### config.mk
export PLATFORM = sky130hd
export DESIGN_NAME = clock_alarm_time_setter_flat
export DESIGN_NICKNAME = d
export VERILOG_FILES = /design/src/hw/rtl/cats_pkg.sv /design/src/hw/rtl/cats_chan_if.sv /design/src/hw/rtl/clock_alarm_time_setter.sv /design/src/flat_wrapper.sv
export VERILOG_INCLUDE_DIRS = /design/src /design/src/hw/rtl
export SDC_FILE = /design/constraint.sdc
export NUM_CORES = 1
export LEC_CHECK = 0
export BUFFER_PORTS_ARGS = -buffer_cell sky130_fd_sc_hd__buf_2
export CAP_MARGIN = 30
export CORE_MARGIN = 1.5
export CORE_UTILIZATION = 37
export CTS_CLUSTER_SIZE = 10
export DETAILED_ROUTE_END_ITERATION = 8
export GPL_ROUTABILITY_DRIVEN = 0
export PLACE_DENSITY_LB_ADDON = 0.25
export SYNTH_ARGS = -nofsm -noshare
export SYNTH_HDL_FRONTEND = slang
export SYNTH_SLANG_ARGS = --single-unit
### constraint.sdc
create_clock -name clock -period 8.8 [get_ports clock]
set_input_delay 0.88 -clock clock [delete_from_list [all_inputs] [get_ports clock]]
set_output_delay 0.88 -clock clock [all_outputs]
set_load 0.05 [all_outputs]
### src/hw/rtl/clock_alarm_time_setter_macros.svh
// ---------------------------------------------------------------------------
// clock_alarm_time_setter assertion macros
// shared concurrent assertion forms, compiled out with NO_ASSERTIONS
// ---------------------------------------------------------------------------
`ifndef CLOCK_ALARM_TIME_SETTER_MACROS_SVH
`define CLOCK_ALARM_TIME_SETTER_MACROS_SVH

`ifndef NO_ASSERTIONS

// property holds at every edge outside reset
`define CATS_ASSERT(lbl, clk, rst, prop, msg) \
   lbl: assert property (@(posedge clk) disable iff (rst) (prop)) else $error(msg);

// consequent holds in the same cycle as the antecedent
`define CATS_ASSERT_NOW(lbl, clk, rst, ante, cons, msg) \
   lbl: assert property (@(posedge clk) disable iff (rst) (ante) |-> (cons)) else $error(msg);

// consequent holds in the cycle after the antecedent
`define CATS_ASSERT_NEXT(lbl, clk, rst, ante, cons, msg) \
   lbl: assert property (@(posedge clk) disable iff (rst) (ante) |=> (cons)) else $error(msg);

`else

`define CATS_ASSERT(lbl, clk, rst, prop, msg)
`define CATS_ASSERT_NOW(lbl, clk, rst, ante, cons, msg)
`define CATS_ASSERT_NEXT(lbl, clk, rst, ante, cons, msg)

`endif

`endif

### src/hw/rtl/cats_pkg.sv
// ---------------------------------------------------------------------------
// cats_pkg
// request and response types, codes and arithmetic helpers of the time setter
// ---------------------------------------------------------------------------
package cats_pkg;

   // opcodes
   localparam logic OP_KEY  = 1'b0;
   localparam logic OP_LOAD = 1'b1;

   // banks
   localparam logic BANK_CLOCK = 1'b0;
   localparam logic BANK_ALARM = 1'b1;

   // key codes
   localparam logic [4:0] KEY_NONE         = 5'd0;
   localparam logic [4:0] KEY_HOURS_UP     = 5'd1;
   localparam logic [4:0] KEY_SECONDS_UP   = 5'd3;
   localparam logic [4:0] KEY_HOURS_DOWN   = 5'd5;
   localparam logic [4:0] KEY_SECONDS_DOWN = 5'd7;

   // field codes
   localparam logic [1:0] FIELD_HOURS   = 2'd0;
   localparam logic [1:0] FIELD_MINUTES = 2'd1;
   localparam logic [1:0] FIELD_SECONDS = 2'd2;
   localparam int         FIELD_COUNT   = 3;

   // limits and reset values
   localparam logic [7:0] HOURS_MAX   = 8'd23;
   localparam logic [7:0] MIN_SEC_MAX = 8'd59;
   localparam logic [7:0] RESET_HOURS = 8'd12;

   typedef logic [7:0] time_value_type;
   typedef time_value_type [FIELD_COUNT-1:0] time_bank_type;

   typedef struct packed {
      logic       opcode;
      logic [4:0] key_code;
      logic       bank;
      logic [7:0] rtc_hours_bcd;
      logic [7:0] rtc_minutes_bcd;
      logic [7:0] rtc_seconds_bcd;
   } req_type;

   typedef struct packed {
      logic [7:0] shown_hours;
      logic [7:0] shown_minutes;
      logic [7:0] shown_seconds;
      logic [1:0] selected_field;
      logic       alarm_match;
      logic [7:0] clock_hours_bcd;
      logic [7:0] clock_minutes_bcd;
      logic [7:0] clock_seconds_bcd;
   } rsp_type;

   // high nibble times ten plus low nibble, at most 165
   function automatic logic [7:0] bcd_to_bin(input logic [7:0] b);
      logic [3:0] tens;
      tens = b[7:4];
      return 8'({tens, 3'b000}) + 8'({tens, 1'b0}) + 8'(b[3:0]);
   endfunction

   // tens in the high nibble, units in the low one, truncated to a byte
   function automatic logic [7:0] bin_to_bcd(input logic [7:0] v);
      logic [15:0] prod;
      logic [4:0]  quot;
      logic [7:0]  quot_x10;
      logic [7:0]  diff;
      prod     = 16'(v) * 16'd205;   // exact divide by ten below 1029
      quot     = prod[15:11];
      quot_x10 = 8'({quot, 3'b000}) + 8'({quot, 1'b0});
      diff     = v - quot_x10;
      return {quot[3:0], diff[3:0]};
   endfunction

   // wrap to zero once past the limit
   function automatic logic [7:0] step_up(input logic [7:0] v, input logic [7:0] limit);
      logic [8:0] n;
      n = 9'(v) + 9'd1;
      return (n > 9'(limit)) ? 8'd0 : n[7:0];
   endfunction

   // zero wraps to the limit
   function automatic logic [7:0] step_down(input logic [7:0] v, input logic [7:0] limit);
      return (v == 8'd0) ? limit : v - 8'd1;
   endfunction

endpackage

### src/hw/rtl/cats_chan_if.sv
// ---------------------------------------------------------------------------
// cats_chan_if
// valid/ready channel carrying one payload of a given type
// ---------------------------------------------------------------------------
interface cats_chan_if #(
   parameter type payload_type = logic
);
   logic        valid;
   logic        ready;
   payload_type payload;

   modport source (output valid, output payload, input ready);
   modport sink   (input valid, input payload, output ready);
endinterface

### src/hw/rtl/clock_alarm_time_setter.sv
// ---------------------------------------------------------------------------
// clock_alarm_time_setter
// clock and alarm time banks with keypad adjust, rtc load and alarm compare
// ---------------------------------------------------------------------------
// Takes one request per clock cycle unless the response side stalls, and returns
// exactly one response for each: a request lands in an input register, then one
// short pass of logic (key decode, one field step or BCD conversion, bank
// compare and re-encoding) updates the time banks and fills the response
// register in the same edge. The rate is set by that single pass; a stalled
// response holds the input register, and req ready follows rsp ready in the
// same cycle. Both banks reset to 12:00:00, the selection to hours.
`include "clock_alarm_time_setter_macros.svh"

module clock_alarm_time_setter (
   input logic         clock,
   input logic         reset,
   cats_chan_if.sink   req_if,
   cats_chan_if.source rsp_if
);
   import cats_pkg::*;

   // input stage
   logic    in_valid_ff, in_valid_in;
   req_type item_ff, item_in;

   // result stage
   logic    out_valid_ff, out_valid_in;
   rsp_type rsp_ff, rsp_in;

   // time state
   time_bank_type clock_bank_ff, clock_bank_in;
   time_bank_type alarm_bank_ff, alarm_bank_in;
   logic [1:0]    field_sel_ff, field_sel_in;
   logic [4:0]    prev_key_ff, prev_key_in;

   logic req_accept;
   logic advance;

   // the held item moves on when the result register is free or being emptied
   assign advance    = in_valid_ff && (!out_valid_ff || rsp_if.ready);
   assign req_if.ready = !in_valid_ff || advance;
   assign req_accept = req_if.valid && req_if.ready;

   assign rsp_if.valid   = out_valid_ff;
   assign rsp_if.payload = rsp_ff;

   always_comb begin
      time_bank_type  next_clock;
      time_bank_type  next_alarm;
      logic [1:0]     next_sel;
      logic [4:0]     next_prev;
      logic           key_hit;
      logic           key_up;
      logic [1:0]     key_field;
      time_value_type limit;
      time_value_type current;
      time_value_type stepped;
      time_bank_type  shown;
      rsp_type        rsp_next;

      next_clock = clock_bank_ff;
      next_alarm = alarm_bank_ff;
      next_sel   = field_sel_ff;
      next_prev  = prev_key_ff;

      // a fresh press of one of the six adjust keys
      key_hit   = (prev_key_ff == KEY_NONE) &&
                  (item_ff.key_code inside {[KEY_HOURS_UP:KEY_SECONDS_UP],
                                            [KEY_HOURS_DOWN:KEY_SECONDS_DOWN]});
      key_up    = item_ff.key_code <= KEY_SECONDS_UP;
      key_field = key_up ? 2'(item_ff.key_code - KEY_HOURS_UP)
                         : 2'(item_ff.key_code - KEY_HOURS_DOWN);
      limit     = (key_field == FIELD_HOURS) ? HOURS_MAX : MIN_SEC_MAX;
      current   = (item_ff.bank == BANK_ALARM) ? alarm_bank_ff[key_field]
                                                : clock_bank_ff[key_field];
      stepped   = key_up ? step_up(current, limit) : step_down(current, limit);

      if (item_ff.opcode == OP_LOAD) begin
         // rtc load fills the clock bank only
         next_clock[FIELD_HOURS]   = bcd_to_bin(item_ff.rtc_hours_bcd);
         next_clock[FIELD_MINUTES] = bcd_to_bin(item_ff.rtc_minutes_bcd);
         next_clock[FIELD_SECONDS] = bcd_to_bin(item_ff.rtc_seconds_bcd);
      end else begin
         next_prev = item_ff.key_code;
         if (key_hit) begin
            next_sel = key_field;
            if (item_ff.bank == BANK_ALARM) begin
               next_alarm[key_field] = stepped;
            end else begin
               next_clock[key_field] = stepped;
            end
         end
      end

      shown = (item_ff.bank == BANK_ALARM) ? next_alarm : next_clock;

      rsp_next.shown_hours       = shown[FIELD_HOURS];
      rsp_next.shown_minutes     = shown[FIELD_MINUTES];
      rsp_next.shown_seconds     = shown[FIELD_SECONDS];
      rsp_next.selected_field    = next_sel;
      rsp_next.alarm_match       = (next_clock == next_alarm);
      rsp_next.clock_hours_bcd   = bin_to_bcd(next_clock[FIELD_HOURS]);
      rsp_next.clock_minutes_bcd = bin_to_bcd(next_clock[FIELD_MINUTES]);
      rsp_next.clock_seconds_bcd = bin_to_bcd(next_clock[FIELD_SECONDS]);

      // state and result move together
      clock_bank_in = advance ? next_clock : clock_bank_ff;
      alarm_bank_in = advance ? next_alarm : alarm_bank_ff;
      field_sel_in  = advance ? next_sel   : field_sel_ff;
      prev_key_in   = advance ? next_prev  : prev_key_ff;
      rsp_in        = advance ? rsp_next   : rsp_ff;

      // handshake bookkeeping
      if (req_accept) begin
         in_valid_in = 1'b1;
      end else if (advance) begin
         in_valid_in = 1'b0;
      end else begin
         in_valid_in = in_valid_ff;
      end
      item_in = req_accept ? req_if.payload : item_ff;

      if (advance) begin
         out_valid_in = 1'b1;
      end else if (rsp_if.ready) begin
         out_valid_in = 1'b0;
      end else begin
         out_valid_in = out_valid_ff;
      end
   end

   always_ff @(posedge clock) begin
      if (reset) begin
         in_valid_ff   <= 1'b0;
         out_valid_ff  <= 1'b0;
         clock_bank_ff <= {8'd0, 8'd0, RESET_HOURS};
         alarm_bank_ff <= {8'd0, 8'd0, RESET_HOURS};
         field_sel_ff  <= FIELD_HOURS;
         prev_key_ff   <= KEY_NONE;
      end else begin
         in_valid_ff   <= in_valid_in;
         out_valid_ff  <= out_valid_in;
         clock_bank_ff <= clock_bank_in;
         alarm_bank_ff <= alarm_bank_in;
         field_sel_ff  <= field_sel_in;
         prev_key_ff   <= prev_key_in;
      end
   end

   always_ff @(posedge clock) begin
      item_ff <= item_in;
      rsp_ff  <= rsp_in;
   end

   // a held key leaves the banks and selection as they were
   `CATS_ASSERT_NEXT(a_held_key_idle, clock, reset, advance && item_ff.opcode == OP_KEY && prev_key_ff != KEY_NONE, $stable(clock_bank_ff) && $stable(alarm_bank_ff) && $stable(field_sel_ff), "held key changed time state")

   // an rtc load touches only the clock bank
   `CATS_ASSERT_NEXT(a_load_clock_only, clock, reset, advance && item_ff.opcode == OP_LOAD, $stable(alarm_bank_ff) && $stable(field_sel_ff) && $stable(prev_key_ff), "rtc load changed more than the clock bank")

   // a waiting response agrees with the banks it was built from
   `CATS_ASSERT_NOW(a_match_consistent, clock, reset, out_valid_ff, rsp_ff.alarm_match == (clock_bank_ff == alarm_bank_ff), "alarm match out of step with banks")

   // a stalled response keeps the queued request
   `CATS_ASSERT_NEXT(a_no_drop, clock, reset, in_valid_ff && out_valid_ff && !rsp_if.ready, in_valid_ff, "queued request lost under stall")

endmodule

### src/flat_wrapper.sv
// flat-port wrapper written by rule: the top's interface ports become plain ports
module clock_alarm_time_setter_flat import cats_pkg::*;
  (clock, reset, req_if_valid, req_if_payload, req_if_ready, rsp_if_valid, rsp_if_payload, rsp_if_ready);
  cats_chan_if #(.payload_type(req_type)) req_if_i ();
  cats_chan_if #(.payload_type(rsp_type)) rsp_if_i ();
  input logic clock;
  input logic reset;
  input wire logic [$bits(req_if_i.valid)-1:0] req_if_valid;
  input wire logic [$bits(req_if_i.payload)-1:0] req_if_payload;
  output wire logic [$bits(req_if_i.ready)-1:0] req_if_ready;
  output wire logic [$bits(rsp_if_i.valid)-1:0] rsp_if_valid;
  output wire logic [$bits(rsp_if_i.payload)-1:0] rsp_if_payload;
  input wire logic [$bits(rsp_if_i.ready)-1:0] rsp_if_ready;
  assign req_if_i.valid = req_if_valid;
  assign req_if_i.payload = req_if_payload;
  assign req_if_ready = req_if_i.ready;
  assign rsp_if_valid = rsp_if_i.valid;
  assign rsp_if_payload = rsp_if_i.payload;
  assign rsp_if_i.ready = rsp_if_ready;
  clock_alarm_time_setter u_core (.clock(clock), .reset(reset), .req_if(req_if_i), .rsp_if(rsp_if_i));
endmodule
# ---- Word level (Yosys, flattened, before mapping)
# Cells that the tools add are included.
dict set report totals {
  inputBits 35
  out_inout_bits 53
  wordCells 96
  regBits 139
}
dict set report op_classes {
  mux 27
  magnitude_cmp 7
  n_reduce_logical 17
  n_addsub 16
  eq_ne 1
  n_bitwise 1
  multipliers 3
}
# op count
set op_table {}
lappend op_table {{$mux W24} 7}
lappend op_table {{$mux W8} 7}
lappend op_table {{$bwmux W24} 2}
lappend op_table {{$mul A8 B8 Y15 const B} 3}
lappend op_table {{$bmux W8 S2} 2}
lappend op_table {{$add A7 B5 Y8} 3}
lappend op_table {{$add A8 B4 Y8} 3}
lappend op_table {{$eq A24 B24 Y1} 1}
lappend op_table {{$demux W8 S2} 1}
lappend op_table {{$add A4 B4 Y4} 3}
lappend op_table {{$sub A4 B4 Y4} 3}
lappend op_table {{$add A8 B1 Y9 const B} 1}
lappend op_table {{$gt A9 B8 Y1} 1}
lappend op_table {{$logic_not A8 Y1} 1}
lappend op_table {{$sub A8 B1 Y8 const B} 1}
lappend op_table {{$logic_and A1 B1 Y1} 6}
lappend op_table {{$mux W2} 3}
lappend op_table {{$mux W6} 1}
lappend op_table {{$reduce_bool A2 Y1} 3}
lappend op_table {{$ge A5 B1 Y1 const B} 1}
lappend op_table {{$ge A5 B3 Y1 const B} 1}
lappend op_table {{$le A5 B2 Y1 const B} 1}
lappend op_table {{$le A5 B3 Y1 const B} 1}
lappend op_table {{$logic_not A5 Y1} 1}
lappend op_table {{9 further kinds} 15}

# ---- Depth between registers and ports, before layout
# Gate-level depths: netlist of the first run.
dict set report depth {
  word_depth 16
  ltp_mapped 40
  depth_no_buf 36
}

# ---- Worst setup path before layout of the first run
# OpenSTA, ideal clock, no wires.
dict set report synth_timing {
  path_kind {register to register}
  from {register u_core.item_ff[25] (netlist name)}
  to {register u_core.rsp_ff (netlist bit u_core.rsp_if.payload[11]) (data pin)}
  t_arrival_ns 8.331
  stages_incl_launch_ff 37
  path_buffers 4
  setup_ns 0.261
  setup_slack_ns 0.208
  period_less_slack_ns 8.592
  t_required_ns 8.539
  path_cell_list {edfxtp_1 -> buf_2 -> buf_2 -> inv_1 -> ha_1 -> buf_6 -> nor2_1 -> buf_2 -> a22oi_2 -> nor4_2 -> nand3_1 -> xor2_1 -> ha_1 -> a21boi_0 -> and3b_1 -> o32a_1 -> o41ai_4 -> mux2i_1 -> o21ai_1 -> ha_1 -> ha_1 -> inv_1 -> fa_1 -> fa_1 -> inv_1 -> ha_1 -> a21o_1 -> a21o_1 -> a21oi_1 -> o21ai_0 -> a311oi_1 -> nor2_1 -> xor2_1 -> ha_1 -> a211oi_1 -> xnor2_1 -> xnor2_1}
}
dict set report synth_via {
  elab_chain_len 16
  elab_cells_between_ends 37
  classes_between {add/sub (6); mul (1); order compare (7); mux (16); reduce/logical (7)}
}
# item line
set synth_lines {}
lappend synth_lines {{start, declared} clock_alarm_time_setter.sv:24} ;# req_type item_ff, item_in;
lappend synth_lines {{start signal, assigned} clock_alarm_time_setter.sv:151} ;# item_ff <= item_in;
lappend synth_lines {{$le A5 B2 Y1 / $sub A2 B1 Y2 (equally long branches)} n/a}
lappend synth_lines {{$mux W2} clock_alarm_time_setter.sv:71} ;# key_field = key_up ? 2'(item_ff.key_code - KEY_HOURS_UP)
lappend synth_lines {{$bmux W8 S2, on equally long branches} {clock_alarm_time_setter.sv:75, clock_alarm_time_setter.sv:74}}
lappend synth_lines {{$mux W8, on equally long branches} {clock_alarm_time_setter.sv:75, clock_alarm_time_setter.sv:74}}
lappend synth_lines {{$mux W8} clock_alarm_time_setter.sv:74} ;# current = (item_ff.bank == BANK_ALARM) ? alarm_bank_ff[key_field]
lappend synth_lines {{$add A8 B1 Y9} cats_pkg.sv:79} ;# n = 9'(v) + 9'd1;
lappend synth_lines {{$gt A9 B8 Y1} cats_pkg.sv:80} ;# return (n > 9'(limit)) ? 8'd0 : n[7:0];
lappend synth_lines {{$mux W8} cats_pkg.sv:80}
lappend synth_lines {{$mux W8} clock_alarm_time_setter.sv:76} ;# stepped = key_up ? step_up(current, limit) : step_down(current, limit);
lappend synth_lines {{$bwmux W24} clock_alarm_time_setter.sv:90} ;# next_clock[key_field] = stepped;
lappend synth_lines {{$mux W24} clock_alarm_time_setter.sv:87} ;# if (item_ff.bank == BANK_ALARM) begin
lappend synth_lines {{$mux W24 (*)} clock_alarm_time_setter.sv:85} ;# if (key_hit) begin
lappend synth_lines {{$mux W24 (*)} clock_alarm_time_setter.sv:78} ;# if (item_ff.opcode == OP_LOAD) begin
lappend synth_lines {{$mul A8 B8 Y15} cats_pkg.sv:69} ;# prod = 16'(v) * 16'd205;
lappend synth_lines {{$add A4 B4 Y4} cats_pkg.sv:71} ;# quot_x10 = 8'({quot, 3'b000}) + 8'({quot, 1'b0});
lappend synth_lines {{$sub A4 B4 Y4 (*)} cats_pkg.sv:72} ;# diff = v - quot_x10;
lappend synth_lines {{end signal, assigned} clock_alarm_time_setter.sv:152} ;# rsp_ff <= rsp_in;
lappend synth_lines {{end, declared} clock_alarm_time_setter.sv:28} ;# rsp_type rsp_ff, rsp_in;
# Every way passes the cells marked *; elsewhere a longest branch is shown, timed or not. The select of a mux whose other input is x is not followed.
# A chain may end at the register's enable or synchronous reset.

# ---- Final worst setup path of the first run
dict set report layout_timing {
  from {register u_core.item_ff[26] (netlist name)}
  to {register u_core.rsp_ff (netlist bit u_core.rsp_if.payload[19]) (data pin)}
}
# The elaborated chain is that of the path after synthesis.

==> out/metrics.yaml, run 1 <==
outcome:
  status: "finished clean"
clock_network:
  cts.path.max_buffers: 2
  holdBufCountCts: 0
  cts_root_buffer: "clkbuf_16"
  clk_pin_slew_ns: 0.07
  worstSkewPairLatency_ns: 0.43
  numCtsBuffers: 17
  tritoncts: "yes"
  cts.sinks: 139
  htreeDepth: 4
die:
  die_width_um: 179.3
  die-area_um2: 32140
  io_pins: 88
  fp.coreArea_um2: 30590
  rows: 64
  fp.dieH_um: 179.3
  initial_core_util: 0.3758
sta:
  holdWs_ns: 0.4671
  fin_crit_sh: 0.9586
  hold_viol: 0
  period_minus_slack_ns: 8.435
  setup_viol: 0
  max_slew_margin: 0.4180
  max_freq_ghz: 0.1185
  final.setup_skew_ns: 0.01058
  fin_setup_tns_ns: 0
  worstMarginPinSlew_ns: 0.8698
  slew_viol_final: 0
setup_path:
  cp_top_family: "adder cells"
  cp_common_cell: "ha_1"
  endpoint_kind: "flop"
  crit_slowest_cell: "mux4_1"
  worst_ep_arrival_time_ns: 8.60
  slowest_delay_ns: 0.64
  path_class: "flop to flop"
  reg2reg_from: "u_core.item_ff[26]"
  path_buf_inv: 5
  cp.required_ns: 8.97
  cp-start-kind: "flop"
  rrSetupSlack_ns: 0.36
  reg2reg_depth: 31
  r2r_end: "u_core.rsp_if.payload[19]"
  worstPathMaxFanout: 9
pwr:
  p_per_area_nw_per_um2: 251.5
  ir_drop_uv: 152.2
  p_total_uw: 3322
  power_leakage_uw: 0.005965
layout:
  fin_util: 0.4319
  drive_above_1_share: 0.1649
  syn_to_final_growth_pct: 14.93
  antenna_cells: 0
  final_cell_area_um2: 13210
  final_nets: 1541
placement:
  port_buffers: 87
  dpl_cell_area_um2: 12590
  hpwl_mm: 25.68
yosys:
  netlist_top_cells_count: "153 x ha_1, 136 x inv_1, 113 x nand2_1"
  synth_edf_count: 82
  synth_area_per_cell_um2: 9.556
  synth_simple_gate_area_frac: 0.1327
  synth.most_common_cell: "ha_1"
  yosysTopAreaCellShare: 0.2142
  synth_top_family_by_area: "adder cells"
  async_flop_share: 0
  synth_nets: 1429
  yosys_warnings: 0
  synth_compound_area_frac: 0.1417
  synth.area.top_cells: "edfxtp_1 21%, ha_1 17%, dfxtp_1 9.9%"
  synth_area_leader_cell: "edfxtp_1"
  synth.cell_area_um2: 11500
  synth_xor_area_frac: 0.05866
  ys_seq_area_frac: 0.3135
  synth.area.mux_share: 0.05986
  netlist-cell-type-count: 81
  synth_cells: 1203
  synth-seq-cells: 139
  synth_flop_cell: "edfxtp_1"
  synth-adder-area-share: 0.2327
global_route:
  grt_overflow: 0
  antenna_found_initial: 0
  grt_pass1_wl_mm: 50.60
  grt_max_degree: 58
  grt_usage: 0.2108
  grt_pass1_vias: 8962
routing:
  drtAntennaViolNets: 0
  viasPerCell: 5.364
  vias: 9247
  drc: 0
  dr.pass1.iters: 5
  drt_iter0_drc: 653
  drt-wirelength-per-cell_um: 19.04
  drt-total-wl_mm: 32.82
hold_path:
  min_to: "u_core.field_sel_ff[0]"
  min_path_type: "flop to flop"
  hold_start: "u_core.field_sel_ff[0]"
  whs_path_depth: 2
job:
  max_cap_viol_count: 0
-- metrics by stage --
step,worst slack [ns],instances
6_report,0.3647,1724
5_1_grt,-0.004157,1724
3_5_place_dp,0.2532,1690
3_3_place_gp,0.4594,1690
4_1_cts,0.2226,1722
2_1_floorplan,0.2078,1203
-- worst register-to-register path, delay by kind of cell, from the launching register on --
family | cells | cell delay, ns
XOR/XNOR | 3 | 0.60
AND/OR/NAND/NOR | 4 | 0.59
multiplexers | 2 | 0.79
AO/OA/AOI/OAI | 9 | 2.21
flip-flops | 1 | 0.51
adder cells (fa/ha/maj) | 8 | 2.87
buffers and inverters | 5 | 0.61
-- power by group --
| part | internal (uW) | leakage, uW | total (uW) | switching (uW) |
|---|---|---|---|---|
| logic | 710 | 0.00444 | 1770 | 1060 |
| clock network | 414 | 0.000282 | 707 | 292 |
| registers | 817 | 0.00125 | 847 | 29.5 |
-- final cells by class --
class	count	area, um^2
tap	396	495.5
multi-input combinational	886	7236
timing repair buffer	134	800.8
clock buffer	19	432.9
sequential	139	3603
fill	3000	17380
inverter	137	515.5
clock inverter	13	128.9
-- placed cells by master, fill, tap and decap left out, types with 6 or more instances in the layout --
cell type / instances
a211oi_1: 15
a21o_1: 11
a21oi_1: 88
a31oi_1: 8
and2_1: 9
and3_1: 11
buf_2: 87
buf_4: 46
clkbuf_16: 17
clkinv_2: 7
dfxtp_1: 57
edfxtp_1: 82
fa_1: 38
ha_1: 152
inv_1: 135
mux2_2: 16
mux2i_1: 31
mux4_2: 6
nand2_1: 113
nand2b_1: 7
nand3_1: 18
nand4_1: 9
nor2_1: 91
nor2b_1: 9
nor3_1: 26
nor4_1: 6
o21a_1: 7
o21ai_0: 34
o31ai_1: 10
xnor2_1: 41
xor2_1: 29
-- layer usage --
metal	routed length [um]	GRT usage	vias to the layer above
met2	14050	0.3159	379
li1	-	-	4460
met1	14840	0.2917	4340
met4	1122	0.08058	0
met3	2811	0.05047	68
met5	0	0	-
-- worst max-delay path by stage --
stage                             from                        end  depth (start not counted)
CTS                 u_core.item_ff[26]  u_core.rsp_if.payload[11]                         30
global placement    u_core.item_ff[25]  u_core.rsp_if.payload[19]                         32
detailed placement  u_core.item_ff[26]  u_core.rsp_if.payload[19]                         31
global route        u_core.item_ff[26]  u_core.rsp_if.payload[19]                         33
floorplan           u_core.item_ff[25]  u_core.rsp_if.payload[11]                         36
finish              u_core.item_ff[26]  u_core.rsp_if.payload[19]                         31
-- cell families (layout without fill, tap and decap cells) --
logic type | count (synthesis) | in the layout
buffers and inverters | 178 | 303
and+or+nand+nor | 325 | 325
DFF | 139 | 139
AOI/OAI and AO/OA | 241 | 241
xor gates and xnor gates | 73 | 73
muxes | 56 | 56
adders and majority gates | 191 | 191
-- flip-flops by register name (all words and copies together) (netlist names) --
| name | flops |
|---|---|
| u_core.rsp_if.payload | 51 |
| u_core.item_ff | 31 |
| u_core.alarm_bank_ff | 24 |
| u_core.clock_bank_ff | 24 |
| u_core.prev_key_ff | 5 |
| u_core.field_sel_ff | 2 |
| u_core.in_valid_ff | 1 |
| u_core.rsp_if.valid | 1 |
-- timing repair --
item                                    in CTS  in global routing
gates resized for setup                      0                  9
endpoints found under the setup margin       0                  3
setup buffers                                0                  2
No activity file was read; power rests on OpenSTA's default activity.
==> inputs of run 2 (changes only) <==
--- a/config.mk
+++ b/config.mk
@@ -6,14 +6,13 @@
 export SDC_FILE = /design/constraint.sdc
 export NUM_CORES = 1
 export LEC_CHECK = 0
-export BUFFER_PORTS_ARGS = -buffer_cell sky130_fd_sc_hd__buf_2
 export CAP_MARGIN = 30
 export CORE_MARGIN = 1.5
 export CORE_UTILIZATION = 37
-export CTS_CLUSTER_SIZE = 10
+export CTS_CLUSTER_SIZE = 30
 export DETAILED_ROUTE_END_ITERATION = 8
+export DONT_BUFFER_PORTS = 1
 export GPL_ROUTABILITY_DRIVEN = 0
-export PLACE_DENSITY_LB_ADDON = 0.25
 export SYNTH_ARGS = -nofsm -noshare
 export SYNTH_HDL_FRONTEND = slang
 export SYNTH_SLANG_ARGS = --single-unit
==> run 2 against run 1 <==
Total power shrank 0.27%. Combinational power down 11%. Critical path depth is 2 higher. First-iteration DRC count is 41% higher. Core utilization fell by 1.3 points. Register-to-register slack better by 0.03 ns. Count of clock-buffer cells in the layout is 1 higher. Sequential share of layout area grew 0.83 points. Non-clock buffer count down 81. Critical endpoint is now u_core.rsp_if.payload[11]. Largest power group unchanged.
==> out/metrics.yaml, run 2 (synthesized netlist as in run 1, its figures left out) <==
placement:
  hpwl_mm: 25.55  # -0.50%
  place_ws_ns: 0.1733  # -0.07991 ns
  port_buffers: 0  # -100%
  dpl_cell_area_um2: 12180  # -3.3%
  place_inst: 1608  # -4.9%
clock_network:
  tritoncts: "yes"
  cts.sinks: 139  # unchanged
  clk_pin_slew_ns: 0.07  # about the same
  htreeDepth: 4  # unchanged
  numCtsBuffers: 17  # unchanged
  cts.path.max_buffers: 2  # unchanged
  worstSkewPairLatency_ns: 0.44  # about the same
  cts_root_buffer: "clkbuf_16"
  holdBufCountCts: 0  # unchanged
layout:
  fin_cells: 1644  # -4.6%
  most-common-layout-cells: "152 x ha_1, 135 x inv_1, 113 x nand2_1, 91 x nor2_1, 88 x a21oi_1"
  multi_input_area_um2: 7246  # +0.14%
  final_cell_area_um2: 12820  # -3.0%
  syn_to_final_growth_pct: 11.54
  largest_reg_flops: 51  # unchanged
  drive_above_1_share: 0.1139  # -0.05104
  regArea_um2: 3603  # unchanged
  final_nets: 1460  # -5.3%
  final_common_cell: "ha_1"
  fillCellCount: 3019  # +0.63%
die:
  rows: 64  # unchanged
  fp.dieH_um: 179.3  # unchanged
  initial_core_util: 0.3758  # unchanged
  die_width_um: 179.3  # unchanged
  io_pins: 88  # unchanged
  die-area_um2: 32140  # unchanged
  fp.coreArea_um2: 30590  # unchanged
pwr:
  p_per_area_nw_per_um2: 258.4  # +2.8%
  ir_drop_uv: 172.5  # +13%
  p_total_uw: 3314  # -0.27%
  power_leakage_uw: 0.005632  # -5.6%
sta:
  setup_viol: 0  # unchanged
  period_minus_slack_ns: 8.408  # -0.02759 ns
  holdWs_ns: 0.4685  # +0.001401 ns
  timing.final.ws_setup_ns: 0.3922  # +0.02759 ns
  max_slew_margin: 0.3471  # -0.07086
  final.setup_skew_ns: 0.01617  # +0.005587 ns
  worstMarginPinSlew_ns: 0.9710  # +0.1012 ns
  fin_crit_sh: 0.9554  # -0.003135
  hold_viol: 0  # unchanged
  slew_viol_final: 0  # unchanged
  max_freq_ghz: 0.1189  # +0.33%
setup_path:
  path_class: "flop to flop"
  reg2reg_from: "u_core.item_ff[24]"
  crit_slowest_cell: "edfxtp_1"
  worstPathMaxFanout: 13  # +4
  endpoint_kind: "flop"
  worst_ep_arrival_time_ns: 8.60  # about the same
  cp-startpoint: "u_core.item_ff[24]"
  slowest_delay_ns: 0.78  # +0.14 ns
  cp_common_cell: "ha_1"
  cp.required_ns: 8.99  # +0.02 ns
  rrSetupSlack_ns: 0.39  # +0.03 ns
  cp-start-kind: "flop"
job:
  max_cap_viol_count: 0  # unchanged
routing:
  dr.pass1.iters: 6  # +1
  viasPerCell: 5.579  # +4.0%
  vias: 9172  # -0.81%
  drt_iter0_drc: 921  # +41%
  drt-wirelength-per-cell_um: 20.11  # +5.7%
  drc: 0  # unchanged
  drtAntennaViolNets: 0  # unchanged
  drt-total-wl_mm: 33.07  # +0.75%
global_route:
  grt_pass1_vias: 8935  # -0.30%
  grt_pass1_wl_mm: 51.06  # +0.92%
  antenna_found_initial: 1  # +1
  grt_max_degree: 76  # +31%
  grt_overflow: 0  # unchanged
  grt_usage: 0.2125  # +0.001770
hold_path:
  min_path_type: "flop to flop"
  hold_start: "u_core.field_sel_ff[0]"
outcome:
  status: "finished clean"
## run 2: changes by cell type in the layout (fill, tap and decap cells not counted), moves of 2 or more
cell / before / now
buf_2: 87 / 1
buf_4: 46 / 52
clkinv_2: 7 / 2
clkinvlp_4: 0 / 4
inv_6: 0 / 2
## run 2: final timing paths
| check | endpoint | cells past startpoint |
|---|---|---|
| max | u_core.rsp_if.payload[11] | 33 |
| min reg2reg | u_core.field_sel_ff[0] | 2 |
| min | u_core.field_sel_ff[0] | 2 |
| max reg2reg | u_core.rsp_if.payload[11] | 33 |
## run 2: metrics by stage
| stage | utilization | TNS [ns] |
|---|---|---|
| after floorplan | - | 0 |
| after global placement | 0.3980 | 0 |
| after detailed placement | 0.3982 | 0 |
| after CTS | 0.4166 | 0 |
| after global routing | 0.4192 | -0.006530 |
| final | 0.4192 | 0 |
## run 2: final cells by class
| type | count | area share |
|---|---|---|
| timing repair buffer | 53 | 0.03084 |
| clock inverter | 12 | 0.009173 |
| clock buffer | 20 | 0.03484 |
| sequential | 139 | 0.2810 |
| antenna | 1 | 0.0001952 |
| inverter | 137 | 0.04020 |
| tap | 396 | 0.03864 |
| multi-input combinational | 886 | 0.5651 |
## run 2: timing repair
action / in CTS / in global routing
gates resized for setup: 0 / 12
endpoints found under the setup margin: 0 / 3
buffers inserted: 0 / 3
## run 2: power breakdown
part,leakage (uW),switching [uW],internal [uW],total (uW)
clock,0.000263,309,399,708
sequential,0.00125,201,823,1020
combinational,0.00412,901,681,1580
total,0.00563,1410,1900,3310
## run 2: critical path, delay by kind of cell, from the launching register on
| family | cells | cell delay, ns |
|---|---|---|
| XOR/XNOR | 4 | 0.62 |
| multiplexers | 1 | 0.46 |
| AND/OR/NAND/NOR | 5 | 0.83 |
| adder cells (fa/ha/maj) | 8 | 3.00 |
| flip-flops | 1 | 0.78 |
| AO/OA/AOI/OAI | 9 | 1.77 |
| buffers and inverters | 6 | 0.69 |
## run 2: per-layer routing
metal  track usage  vias up  routed length (um)
met2        0.3253      419               14560
met5             0        -                   0
met4       0.08299        0                 934
met1        0.2876     4363               14590
li1              -     4320                   -
met3       0.05068       70                2980
